`src/bsbi_pkg.sv`:
```
// ---------------------------------------------------------------------------
// bsbi_pkg: shared types and constants for the bounded stack
// Item layouts, operation and status codes, and the per-cell control group.
// ---------------------------------------------------------------------------
package bsbi_pkg;

  localparam int STK_DEPTH = 16;
  localparam int WORD_W    = 32;
  localparam int FILL_W    = 5;

  localparam logic signed [WORD_W-1:0] EMPTY_READ = '1;

  typedef enum logic [1:0] {
    OP_PUSH_TOP    = 2'd0,
    OP_PUSH_BOTTOM = 2'd1,
    OP_POP         = 2'd2,
    OP_PEEK        = 2'd3
  } op_t;

  typedef enum logic [1:0] {
    ST_DONE  = 2'd0,
    ST_FULL  = 2'd1,
    ST_EMPTY = 2'd2
  } status_t;

  typedef struct packed {
    op_t                      operation;
    logic signed [WORD_W-1:0] push_value;
  } in_item_t;

  typedef struct packed {
    logic signed [WORD_W-1:0] read_value;
    status_t                  status;
    logic [FILL_W-1:0]        fill_count;
    logic                     is_empty;
  } out_item_t;

  // Control broadcast to every cell of the row
  typedef struct packed {
    logic push_top;
    logic push_bot;
    logic pop;
  } cell_ctrl_t;

endpackage

```
`src/bsbi_cell.sv`:
```
// ---------------------------------------------------------------------------
// bsbi_cell: one slot of the stack row
// Holds one word; shifts from its neighbors or loads the pushed word.
// ---------------------------------------------------------------------------
module bsbi_cell #(
  parameter int IDX   = 0,
  parameter int CNT_W = 5
) (
  input  logic                               clk,
  input  bsbi_pkg::cell_ctrl_t               ctrl,
  input  logic [CNT_W-1:0]                   cnt,
  input  logic signed [bsbi_pkg::WORD_W-1:0] prev_val,
  input  logic signed [bsbi_pkg::WORD_W-1:0] next_val,
  input  logic signed [bsbi_pkg::WORD_W-1:0] push_value,
  output logic signed [bsbi_pkg::WORD_W-1:0] val
);
  import bsbi_pkg::*;

  logic signed [WORD_W-1:0] val_r;
  logic signed [WORD_W-1:0] val_nxt;

  always_comb begin
    val_nxt = val_r;
    if (ctrl.push_top) begin
      val_nxt = prev_val;
    end else if (ctrl.pop) begin
      val_nxt = next_val;
    end else if (ctrl.push_bot && (cnt == CNT_W'(IDX))) begin
      // first free slot below the current bottom
      val_nxt = push_value;
    end
  end

  always_ff @(posedge clk) begin
    val_r <= val_nxt;
  end

  assign val = val_r;

endmodule

```
`src/bounded_stack_with_bottom_insert_unit.sv`:
```
// ---------------------------------------------------------------------------
// bounded_stack_with_bottom_insert_unit: fixed-depth stack with bottom push
// Row of word cells with the top of the stack in cell 0, plus a fill count.
// ---------------------------------------------------------------------------
// Each accepted item is one operation: push on top, push at the bottom, pop
// or peek. The top word always sits in cell 0, so a push on top shifts the
// whole row down one cell, a pop shifts it up one cell, and a push at the
// bottom loads the first free cell (index equal to the fill count) with no
// shifting. Every cell updates in the same cycle from its neighbors, and an
// item's result is registered and shown on the out channel the cycle after
// it is accepted; a new item is accepted every cycle as long as the result
// register is empty or being drained. A push on a full stack is dropped with
// status full; a pop or peek on an empty stack returns -1 with status empty.
// fill_count and is_empty report the state after the operation. There is no
// clearing pass after reset: only the fill count and the output valid flag
// are reset, and cells are always written before they are read.
// ---------------------------------------------------------------------------
module bounded_stack_with_bottom_insert_unit #(
  parameter int DEPTH = bsbi_pkg::STK_DEPTH
) (
  input  logic                clk,
  input  logic                rst_n,
  input  logic                in_valid,
  output logic                in_ready,
  input  bsbi_pkg::in_item_t  in_data,
  output logic                out_valid,
  input  logic                out_ready,
  output bsbi_pkg::out_item_t out_data
);
  import bsbi_pkg::*;

  localparam int CNT_W = $clog2(DEPTH + 1);

  logic [CNT_W-1:0]  cnt_r;
  logic [CNT_W-1:0]  cnt_nxt;
  logic              out_valid_r;
  logic              out_valid_nxt;
  out_item_t         out_data_r;
  out_item_t         res;
  cell_ctrl_t        ctrl;
  logic              accept;
  logic              is_full;
  logic              is_mt;

  logic signed [WORD_W-1:0] cell_val [DEPTH];

  // Take a new item whenever the result register is free or being drained
  assign in_ready = !out_valid_r || out_ready;
  assign accept   = in_valid && in_ready;

  assign is_full = (cnt_r == CNT_W'(DEPTH));
  assign is_mt   = (cnt_r == '0);

  // Decode the operation into cell control and the result item
  always_comb begin
    ctrl           = '0;
    cnt_nxt        = cnt_r;
    res.read_value = '0;
    res.status     = ST_DONE;
    case (in_data.operation)
      OP_PUSH_TOP, OP_PUSH_BOTTOM: begin
        if (is_full) begin
          res.status = ST_FULL;
        end else begin
          ctrl.push_top = accept && (in_data.operation == OP_PUSH_TOP);
          ctrl.push_bot = accept && (in_data.operation == OP_PUSH_BOTTOM);
          cnt_nxt       = cnt_r + CNT_W'(1);
        end
      end
      OP_POP, OP_PEEK: begin
        if (is_mt) begin
          res.read_value = EMPTY_READ;
          res.status     = ST_EMPTY;
        end else begin
          res.read_value = cell_val[0];
          if (in_data.operation == OP_POP) begin
            ctrl.pop = accept;
            cnt_nxt  = cnt_r - CNT_W'(1);
          end
        end
      end
      default: begin
        res.status = ST_DONE;
      end
    endcase
    res.fill_count = FILL_W'(cnt_nxt);
    res.is_empty   = (cnt_nxt == '0);
  end

  // Row of cells; cell 0 holds the top word
  for (genvar i = 0; i < DEPTH; i++) begin : g_cell
    logic signed [WORD_W-1:0] prev_v;
    logic signed [WORD_W-1:0] next_v;

    if (i == 0) begin : g_first
      assign prev_v = in_data.push_value;
    end else begin : g_mid_prev
      assign prev_v = cell_val[i-1];
    end

    if (i == DEPTH - 1) begin : g_last
      assign next_v = cell_val[i];
    end else begin : g_mid_next
      assign next_v = cell_val[i+1];
    end

    bsbi_cell #(
      .IDX   (i),
      .CNT_W (CNT_W)
    ) u_cell (
      .clk        (clk),
      .ctrl       (ctrl),
      .cnt        (cnt_r),
      .prev_val   (prev_v),
      .next_val   (next_v),
      .push_value (in_data.push_value),
      .val        (cell_val[i])
    );
  end

  // Hold the result until it is taken; advance the count on accept
  always_comb begin
    out_valid_nxt = out_valid_r;
    if (accept) begin
      out_valid_nxt = 1'b1;
    end else if (out_ready) begin
      out_valid_nxt = 1'b0;
    end
  end

  always_ff @(posedge clk) begin
    if (!rst_n) begin
      cnt_r       <= '0;
      out_valid_r <= 1'b0;
    end else begin
      out_valid_r <= out_valid_nxt;
      if (accept) begin
        cnt_r <= cnt_nxt;
      end
    end
  end

  always_ff @(posedge clk) begin
    if (accept) begin
      out_data_r <= res;
    end
  end

  assign out_valid = out_valid_r;
  assign out_data  = out_data_r;

`ifndef NO_ASSERTIONS
  a_cnt_bound: assert property (@(posedge clk) disable iff (!rst_n)
    cnt_r <= CNT_W'(DEPTH))
    else $error("fill count beyond depth");

  a_cnt_hold: assert property (@(posedge clk) disable iff (!rst_n)
    !accept |=> $stable(cnt_r))
    else $error("fill count moved without an item");

  a_pop_dec: assert property (@(posedge clk) disable iff (!rst_n)
    accept && (in_data.operation == OP_POP) && !is_mt
    |=> cnt_r == $past(cnt_r) - CNT_W'(1))
    else $error("pop did not lower fill count");

  a_res_shown: assert property (@(posedge clk) disable iff (!rst_n)
    accept |=> out_valid_r)
    else $error("accepted item produced no result");

  a_empty_flag: assert property (@(posedge clk) disable iff (!rst_n)
    out_valid_r |-> (out_data_r.is_empty == (out_data_r.fill_count == '0)))
    else $error("empty flag disagrees with fill count");
`endif

endmodule

```
`config.mk`:
```
export PLATFORM = sky130hd
export DESIGN_NAME = bounded_stack_with_bottom_insert_unit
export DESIGN_NICKNAME = d
export VERILOG_FILES = /design/src/bsbi_pkg.sv /design/src/bsbi_cell.sv /design/src/bounded_stack_with_bottom_insert_unit.sv
export SDC_FILE = /design/constraint.sdc
export NUM_CORES = 1
export LEC_CHECK = 0
export BUFFER_PORTS_ARGS = -buffer_cell sky130_fd_sc_hd__buf_4
export CAP_MARGIN = 20
export CELL_PAD_IN_SITES_DETAIL_PLACEMENT = 0
export CELL_PAD_IN_SITES_GLOBAL_PLACEMENT = 1
export CORE_ASPECT_RATIO = 0.9
export CORE_MARGIN = 10
export CORE_UTILIZATION = 35
export CTS_BUF_LIST = sky130_fd_sc_hd__clkbuf_4 sky130_fd_sc_hd__clkbuf_8
export DETAILED_ROUTE_END_ITERATION = 10
export PLACE_DENSITY_LB_ADDON = 0.1
export SYNTH_ARGS = -nofsm -noshare
export SYNTH_HDL_FRONTEND = slang
export SYNTH_SLANG_ARGS = --single-unit
```
`constraint.sdc`:
```
create_clock -name clk -period 5.5 [get_ports clk]
set_input_delay 1.1 -clock clk [delete_from_list [all_inputs] [get_ports clk]]
set_output_delay 1.1 -clock clk [all_outputs]
set_load 0.03 [all_outputs]
```
# After elaboration in Yosys (flattened, before gate mapping)
# Index checks and enable logic that the tools add are counted.
dict set report word_totals {
  reg_bits 558
  latchBits 0
  mem_bits_rw 0
  rom_bits 0
  input_bits 38
  out_inout_bits 42
  wordCells 151
  mem_count 0
}
dict set report op_classes {
  addsub 2
  n_mul 0
  div_mod_pow 0
  n_lt_le_gt_ge 0
  n_eq_ne 20
  shift 0
  muxes 63
  bitwise 0
  n_reduce_logical 44
}
# op count
set ops {}
lappend ops {{two-way mux 32 bit} 49}
lappend ops {{nonzero test 3 bit} 15}
lappend ops {{== test 5 x 4 -> 1 bit (second input constant)} 8}
lappend ops {{== test 5 x 3 -> 1 bit (second input constant)} 4}
lappend ops {{logical AND 1 bit} 19}
lappend ops {{two-way mux 5 bit} 3}
lappend ops {{== test 5 x 2 -> 1 bit (second input constant)} 2}
lappend ops {{zero test 5 bit} 2}
lappend ops {{one-hot mux 5 bit (2 select lines)} 1}
lappend ops {{two-way mux 1 bit} 6}
lappend ops {{two-way mux 2 bit} 3}
lappend ops {{adder 5 x 1 -> 5 bit (second input constant)} 1}
lappend ops {{== test 5 x 1 -> 1 bit (second input constant)} 1}
lappend ops {{== test 5 bit (second input constant)} 1}
lappend ops {{subtractor 5 x 1 -> 5 bit (second input constant)} 1}
lappend ops {{== test 2 bit (second input constant)} 2}
lappend ops {{one-hot mux 2 bit (2 select lines)} 1}
lappend ops {{nonzero test 2 bit} 2}
lappend ops {{OR reduction 2 bit} 2}
lappend ops {{== test 2 x 1 -> 1 bit (second input constant)} 1}
lappend ops {{zero test 2 bit} 1}
lappend ops {{inequality test 2 x 1 -> 1 bit (second input constant)} 1}
lappend ops {{AND reduction 2 bit} 1}
lappend ops {{zero test 1 bit} 1}
lappend ops {{logical OR 1 bit} 1}

# Logic depth before layout (Yosys ltp)
# Gate-level depths: netlist (run 1).
dict set report depth {
  ltp_word 10
  depth_mapped 11
  mapped_depth_nobuf 8
}

# Modules after synthesis
# From an unflattened synthesis (run 1), not the netlist that was laid out.
dict set report hier_totals {
  hier_cells 2459
  area_unflattened_um2 29074.1
}
# mod instances cells_each area_each_um2 seq_area_each_um2
set by_module_without_submodules {}
lappend by_module_without_submodules {{bsbi_cell at g_cell[10].u_cell ...} 4 142 1690.4 960.9}
lappend by_module_without_submodules {{bsbi_cell at g_cell[1].u_cell ...} 4 142 1689.1 960.9}
lappend by_module_without_submodules {{bsbi_cell at g_cell[11].u_cell ...} 3 141 1686.6 960.9}
lappend by_module_without_submodules {{bsbi_cell at g_cell[13].u_cell ...} 2 143 1690.4 960.9}
lappend by_module_without_submodules {{bsbi_cell at g_cell[0].u_cell ...} 2 142 1686.6 960.9}
lappend by_module_without_submodules {bounded_stack_with_bottom_insert_unit 1 189 2057.0 1321.3}
lappend by_module_without_submodules {{bsbi_cell at g_cell[3].u_cell} 1 141 1685.4 960.9}

# Worst setup path after synthesis (run 1)
# Ideal clock, no wire load.
dict set report synth_timing {
  path_type {input port to flip-flop}
  startpoint {in out_ready}
  endpoint {reg g_cell[4].u_cell.val_r[0] (enable)}
  setup_time_ns 0.466
  arrival_time_ns 4.596
  required_ns 5.034
  setup_slack_ns 0.439
  cell_stages 5
  path_buffers 0
  cell_sequence {nand2b_1 -> nand2_1 -> nor4b_1 -> nand2_1 -> o21ai_0}
}
dict set report synth_between {
  elab_chain_len 7
  word_cells_on_any_way 11
  cone_classes {5 x mux; 6 x reduce/logical}
}
# element line_no
set synth_rtl {}
lappend synth_rtl {{start: declaration} bounded_stack_with_bottom_insert_unit.sv:27} ;# input logic out_ready,
lappend synth_rtl {{logical OR 1 bit (*)} bounded_stack_with_bottom_insert_unit.sv:48} ;# assign in_ready = !out_valid_r || out_ready;
lappend synth_rtl {{logical AND 1 bit (*)} bounded_stack_with_bottom_insert_unit.sv:49} ;# assign accept = in_valid && in_ready;
lappend synth_rtl {{logical AND 1 bit} bounded_stack_with_bottom_insert_unit.sv:66} ;# ctrl.push_bot = accept && (in_data.operation == OP_PUSH_BOTTOM);
lappend synth_rtl {{two-way mux 2 bit} bounded_stack_with_bottom_insert_unit.sv:62} ;# if (is_full) begin
lappend synth_rtl {{two-way mux 2 bit} bounded_stack_with_bottom_insert_unit.sv:60} ;# case (in_data.operation)
lappend synth_rtl {{logical AND 1 bit} bsbi_cell.sv:28} ;# end else if (ctrl.push_bot && (cnt == CNT_W'(IDX))) begin
lappend synth_rtl {{nonzero test 3 bit (no line) (*)} --}
lappend synth_rtl {{end signal: assignment} bsbi_cell.sv:35} ;# val_r <= val_nxt;
lappend synth_rtl {{end: declaration} bsbi_cell.sv:19} ;# logic signed [WORD_W-1:0] val_r;
# Mark *: on every way between the ends. The rest lies on a longest branch, timed or not.
# A chain may end at the register's enable or synchronous reset.

# Final worst setup path (run 1)
dict set report layout_timing {
  startpoint {reg cnt_r[0]}
  endpoint {reg g_cell[1].u_cell.val_r[11] (data pin)}
}
dict set report layout_between {
  elab_chain_len 5
  word_cells_on_any_way 8
  cone_classes {1 x eq/ne; 6 x mux; 1 x reduce/logical}
}
# element line_no
set layout_rtl {}
lappend layout_rtl {{start: declaration} bounded_stack_with_bottom_insert_unit.sv:34} ;# logic [CNT_W-1:0] cnt_r;
lappend layout_rtl {{start signal: assignment} bounded_stack_with_bottom_insert_unit.sv:138} ;# cnt_r <= cnt_nxt;
lappend layout_rtl {{zero test 5 bit} bounded_stack_with_bottom_insert_unit.sv:52} ;# assign is_mt = (cnt_r == '0);
lappend layout_rtl {{two-way mux 1 bit} bounded_stack_with_bottom_insert_unit.sv:71} ;# if (is_mt) begin
lappend layout_rtl {{two-way mux 1 bit} bounded_stack_with_bottom_insert_unit.sv:60}
lappend layout_rtl {{two-way mux 32 bit} bsbi_cell.sv:26} ;# end else if (ctrl.pop) begin
lappend layout_rtl {{two-way mux 32 bit (*)} bsbi_cell.sv:24} ;# if (ctrl.push_top) begin
lappend layout_rtl {{via g_cell[1].u_cell.val_nxt[11]} bsbi_cell.sv:20} ;# logic signed [WORD_W-1:0] val_nxt;
lappend layout_rtl {{end signal: assignment} bsbi_cell.sv:35}
lappend layout_rtl {{end: declaration} bsbi_cell.sv:19}
# Mark *: on every way through the listed nets, which the timed path passes. The rest lies on a longest branch.

==> results.json, run 1 <==
{
  "status": "finished, final reports clean",
  "worst-path-buf-inv": 2,
  "root_buffer": "clkbuf_8",
  "worstHoldPathType": "reg -> reg",
  "fmax_mhz": 282,
  "coreArea_um2": 68500,
  "worstSetupPathType": "reg -> reg",
  "p_leak_uw": 0.00928,
  "powerDensity_nw_per_um2": 371,
  "antenna_found_initial": 1,
  "postCtsHoldBufs": 0,
  "via_per_inst": 5.87,
  "clkTransAtPathRegs_ns": 0.06,
  "multi_input_comb_area_um2": 6490,
  "grt_pass1_vias": 15200,
  "crit_chain": "inv_1, ha_1, nor4bb_4, or2_4, or3_2, buf_4, and3_1, a221o_1",
  "die_w_um": 297,
  "fin_setup_tns_ns": 0,
  "arrival_ns": 3.94,
  "syn_area_per_cell_um2": 15.5,
  "setup_violations": 0,
  "relSlewSlack_pct": 39.7,
  "postRouteAntennaNets": 0,
  "finalHoldViolCount": 0,
  "crit_path_top_delay_cell": "or3_2",
  "routed_wl_mm": 67.8,
  "cts_tree": "done",
  "drive_above_1_share_pct": 18.0,
  "post_cts_buffers": 0,
  "maxCapViolations": 0,
  "numPortBuffers": 79,
  "syn-num-nets": 1609,
  "start_kind": "flip-flop",
  "crit_required_ns": 5.90,
  "synth_top_flop_cell": "edfxtp_1",
  "cts_sinks": 558,
  "slowest_delay_ns": 0.73,
  "numPlacedInstances": 2407,
  "cts_buffers": 98,
  "crit_family": "simple AND/OR/NAND/NOR gates",
  "die_h_um": 270,
  "synth-edff-count": 552,
  "critPathCaptureType": "flip-flop",
  "fin_cells": 2584,
  "initial_core_util_pct": 35.3,
  "irDropWorstVdd_mv": 0.154,
  "crit_path_max_fanout": 25,
  "yosysSeqAreaShare_pct": 69.0,
  "fin_skew_ns": 0.0289,
  "drtIter0Drc": 1731,
  "grt_start_max_net_pins": 193,
  "grt_pass1_wl_mm": 101,
  "vias": 15200,
  "dieArea_um2": 80100,
  "fin_util_pct": 39.7,
  "worst_pin_slew_ns": 0.904,
  "clockBufferDepth": 3,
  "htree_levels": 3,
  "grt.total_usage_pct": 16.3,
  "grt.overflow.total": 0,
  "nets": 1621,
  "ios": 80,
  "synth_cell_types": 44,
  "seq_area_um2": 16700,
  "rows": 91,
  "place.gp.congestion": 0.723,
  "power_uw": 10100,
  "period_share_pct": 64.5,
  "period_minus_slack_ns": 3.55,
  "routedWlPerCell_um": 26.2,
  "yosysWarnings": 0,
  "whs_ns": 0.542,
  "clock_latency_ns": 0.69,
  "drc_errors": 0,
  "drv_slew": 0,
  "ys_ff_latch": 558,
  "synthArstFlopShare_pct": 0,
  "syn_to_final_growth_pct": 12.3,
  "synth_area_um2": 24200,
  "rsz0062_at_grt": "false",
  "hpwl_mm": 34.1,
  "drt_pass1_iterations": 5,
  "syn_inst": 1565,
  "cts.repair.resized": 0,
  "fillers": 6494
}
==> synthesized netlist by cell type (all sizes together) (3+ instances only) <==
cell	n	share of area, %
o21a	33	1.0
nand2b	4	0.10
nand2	204	3.2
clkbuf	111	1.7
buf	88	3.2
nor2b	3	0.078
edfxtp	552	68
o21ai	22	0.45
nor3b	3	0.093
nor3	4	0.083
and3	32	0.95
dfxtp	6	0.50
a221o	448	19
ha	6	0.31
nor2	5	0.078
a21oi	7	0.14
inv	7	0.11
==> sequential cells by signal (all words and copies together) (netlist names) <==
register and count:
g_cell.u_cell.val 512, out_valid 1, cnt_r 5, out_data 40
==> worst register-to-register path: stages (launching register included) <==
cell and delay, ns:
dfxtp_1 0.46, inv_1 0.17, ha_1 0.30, nor4bb_4 0.20, or2_4 0.28, or3_2 0.73
buf_4 0.39, and3_1 0.40, a221o_1 0.35
==> cells by family (layout without fill, tap and decap cells) <==
group | after synthesis | count (layout) | share of synthesized area [%]
DFF | 558 | 558 | 69.0
AOI/OAI and AO/OA | 521 | 521 | 20.5
other | 0 | 1 | 0
muxes | 1 | 1 | 0.0413
and+or+nand+nor | 269 | 269 | 5.04
buffers and inverters | 207 | 295 | 5.05
adders and majority gates | 6 | 6 | 0.310
xor gates and xnor gates | 3 | 3 | 0.109
==> final cells by class <==
cell class	instances	area share, %
Sequential cell	558	61.4
Timing Repair Buffer	111	3.57
Inverter	8	0.110
Antenna cell	1	0.00920
Clock inverter	32	0.506
Clock buffer	144	6.30
Multi-Input combinational cell	800	23.9
Tap cell	930	4.28
==> cells in the final DEF (no fill, tap or decap), types with 6 or more instances in the layout <==
| cell type | count |
|---|---|
| o21a_1 | 33 |
| inv_1 | 7 |
| clkbuf_8 | 101 |
| a21oi_1 | 7 |
| a221o_1 | 448 |
| buf_12 | 11 |
| dfxtp_1 | 6 |
| edfxtp_1 | 552 |
| ha_1 | 6 |
| and3_1 | 26 |
| o21ai_0 | 7 |
| and3_4 | 6 |
| clkinv_1 | 22 |
| nand2_1 | 204 |
| buf_4 | 100 |
| clkinv_2 | 8 |
| clkbuf_4 | 43 |
| o21ai_4 | 15 |
==> per-stage QoR <==
stage | setup WS (ns) | cell area [um^2]
floorplan | 0.439 | 24200
global placement | 1.44 | 25400
detailed placement | 1.42 | 25400
CTS | 1.94 | 27200
global route | 1.78 | 27200
finish | 1.95 | 27200
==> per-layer routing <==
layer / up-vias / share of wire [%] / track usage [%]
met5: - / 0 / 0
met4: 0 / 1.6 / 4.23
met3: 84 / 5.5 / 3.00
met2: 566 / 47 / 25.9
met1: 7868 / 46 / 22.7
li1: 6652 / - / -
==> power breakdown <==
| group | internal [uW] | switching, uW | total (uW) | leakage, uW |
|---|---|---|---|---|
| sequential | 5100 | 163 | 5260 | 0.00519 |
| clock | 1980 | 1710 | 3690 | 0.000990 |
| combinational | 414 | 728 | 1140 | 0.00310 |
| total | 7490 | 2610 | 10100 | 0.00928 |
==> final timing paths <==
check                      startpoint                       end  slack [ns]  cells past startpoint
max                          cnt_r[0]  g_cell[1].u_cell.val[11]        1.95                      8
min          g_cell[15].u_cell.val[6]  g_cell[14].u_cell.val[6]        0.54                      1
max reg2reg                  cnt_r[0]  g_cell[1].u_cell.val[11]        1.95                      8
min reg2reg  g_cell[15].u_cell.val[6]  g_cell[14].u_cell.val[6]        0.54                      1
Note: power is estimated with default switching activity, not from simulation.
==> inputs of run 2 (changes only) <==
- clock period: 5.5 -> 3.05 ns (I/O delays scaled with it)
==> run 2 against run 1 <==
Worst setup slack got worse by 1.7 ns. Sequential power increased by 80%. Die area unchanged.
==> results.json, run 2 (synthesis results as in run 1) <==
{
  "fin_setup_tns_ns": 0,
  "crit_path_top_delay_cell": "or3_2",
  "routed_wl_mm": 67.7,
  "cts_buffers": 95,
  "slowest_delay_ns": 0.47,
  "drv_slew": 0,
  "grt_pass1_vias": 15400,
  "finalHoldViolCount": 0,
  "crit_path_max_fanout": 28,
  "drc_errors": 0,
  "whs_ns": 0.208,
  "worst_pin_slew_ns": 0.764,
  "die_w_um": 297,
  "cts_sinks": 558,
  "nets": 1657,
  "worstSetupPathType": "reg -> reg",
  "p_leak_uw": 0.00953,
  "crit_required_ns": 3.45,
  "postRouteAntennaNets": 0,
  "drt_pass1_iterations": 5,
  "fin_skew_ns": 0.0314,
  "postCtsHoldBufs": 0,
  "rows": 91,
  "dieArea_um2": 80100,
  "numPlacedInstances": 2446,
  "fmax_mhz": 362,
  "cts.repair.resized": 0,
  "final_cell_mix": "edfxtp_1 (552), a221o_1 (448), nand2_1 (204)",
  "initial_core_util_pct": 35.3,
  "clkTransAtPathRegs_ns": 0.07,
  "root_buffer": "clkbuf_8",
  "start_kind": "flip-flop",
  "cts_tree": "done",
  "ios": 80,
  "worst-path-buf-inv": 2,
  "critPathCaptureType": "flip-flop",
  "numPortBuffers": 79,
  "irDropWorstVdd_mv": 0.286,
  "rsz0062_at_grt": "false",
  "relSlewSlack_pct": 49.1,
  "syn_to_final_growth_pct": 14.7,
  "arrival_ns": 3.16,
  "drive_above_1_share_pct": 19.1,
  "routedWlPerCell_um": 25.8,
  "powerDensity_nw_per_um2": 658,
  "fin_cells": 2620,
  "clock_latency_ns": 0.68,
  "clockBufferDepth": 3,
  "period_minus_slack_ns": 2.76,
  "drtIter0Drc": 1822,
  "vias": 15400,
  "period_share_pct": 90.6,
  "status": "finished, final reports clean",
  "grt.overflow.total": 0,
  "post_cts_buffers": 0,
  "maxCapViolations": 0,
  "grt.total_usage_pct": 16.3,
  "hpwl_mm": 36.6,
  "fin_util_pct": 40.5,
  "setup_violations": 0,
  "largest_register_ffs": 512,
  "crit_chain": "inv_1, ha_1, nor4bb_4, or2_4, or3_2, buf_4, and3_1, a221o_1",
  "grt_pass1_wl_mm": 101,
  "via_per_inst": 5.87,
  "mostFrequentLayoutCell": "edfxtp_1",
  "htree_levels": 3,
  "grt_start_max_net_pins": 81,
  "antenna_found_initial": 2,
  "place.gp.congestion": 0.729,
  "coreArea_um2": 68500,
  "worstHoldPathType": "in -> reg",
  "die_h_um": 270,
  "crit_family": "simple AND/OR/NAND/NOR gates"
}
[run 2: final timing paths]
| check | from | end | slack [ns] | cells after the start |
|---|---|---|---|---|
| setup / recovery | cnt_r[0] | g_cell[14].u_cell.val[10] | 0.29 | 8 |
| hold / removal | in_valid | out_valid | 0.21 | 3 |
| setup reg to reg | cnt_r[0] | g_cell[14].u_cell.val[10] | 0.29 | 8 |
| hold reg to reg | g_cell[14].u_cell.val[30] | g_cell[15].u_cell.val[30] | 0.54 | 2 |
[run 2: worst min-delay path, cell delays in order]
cell,delay [ns]
buf_4,0.11
inv_1,0.04
a21boi_0,0.06
[run 2: power breakdown]
part           internal (uW)  switching [uW]
logic                    843            1350
registers               9180             274
clock network           3550            3090
[run 2: layout make-up]
cell class                 count  area, um^2
clock buffer                 131        1600
fill                        6404       40800
clock inverter                41         224
multi-input combinational    800        6500
sequential                   558       16700
inverter                       8        30.0
tap                          930        1160
timing repair buffer         150        1560
antenna                        2        5.00
[run 2: layer usage]
metal	wire, um	vias to the layer above	global-route usage (%)
li1	-	6724	-
met1	31300	8020	23.1
met2	31400	551	25.3
met3	3570	91	2.82
met4	1360	0	4.66
met5	0	-	0
[run 2: per-stage QoR]
stage               setup WS, ns  cell area [um^2]  power (uW)
floorplan                 -0.699             24200       11000
global placement           0.200             26000       11800
detailed placement         0.231             26000       11800
CTS                        0.272             27800       18600
global route               0.159             27800       19100
finish                     0.286             27800       18300
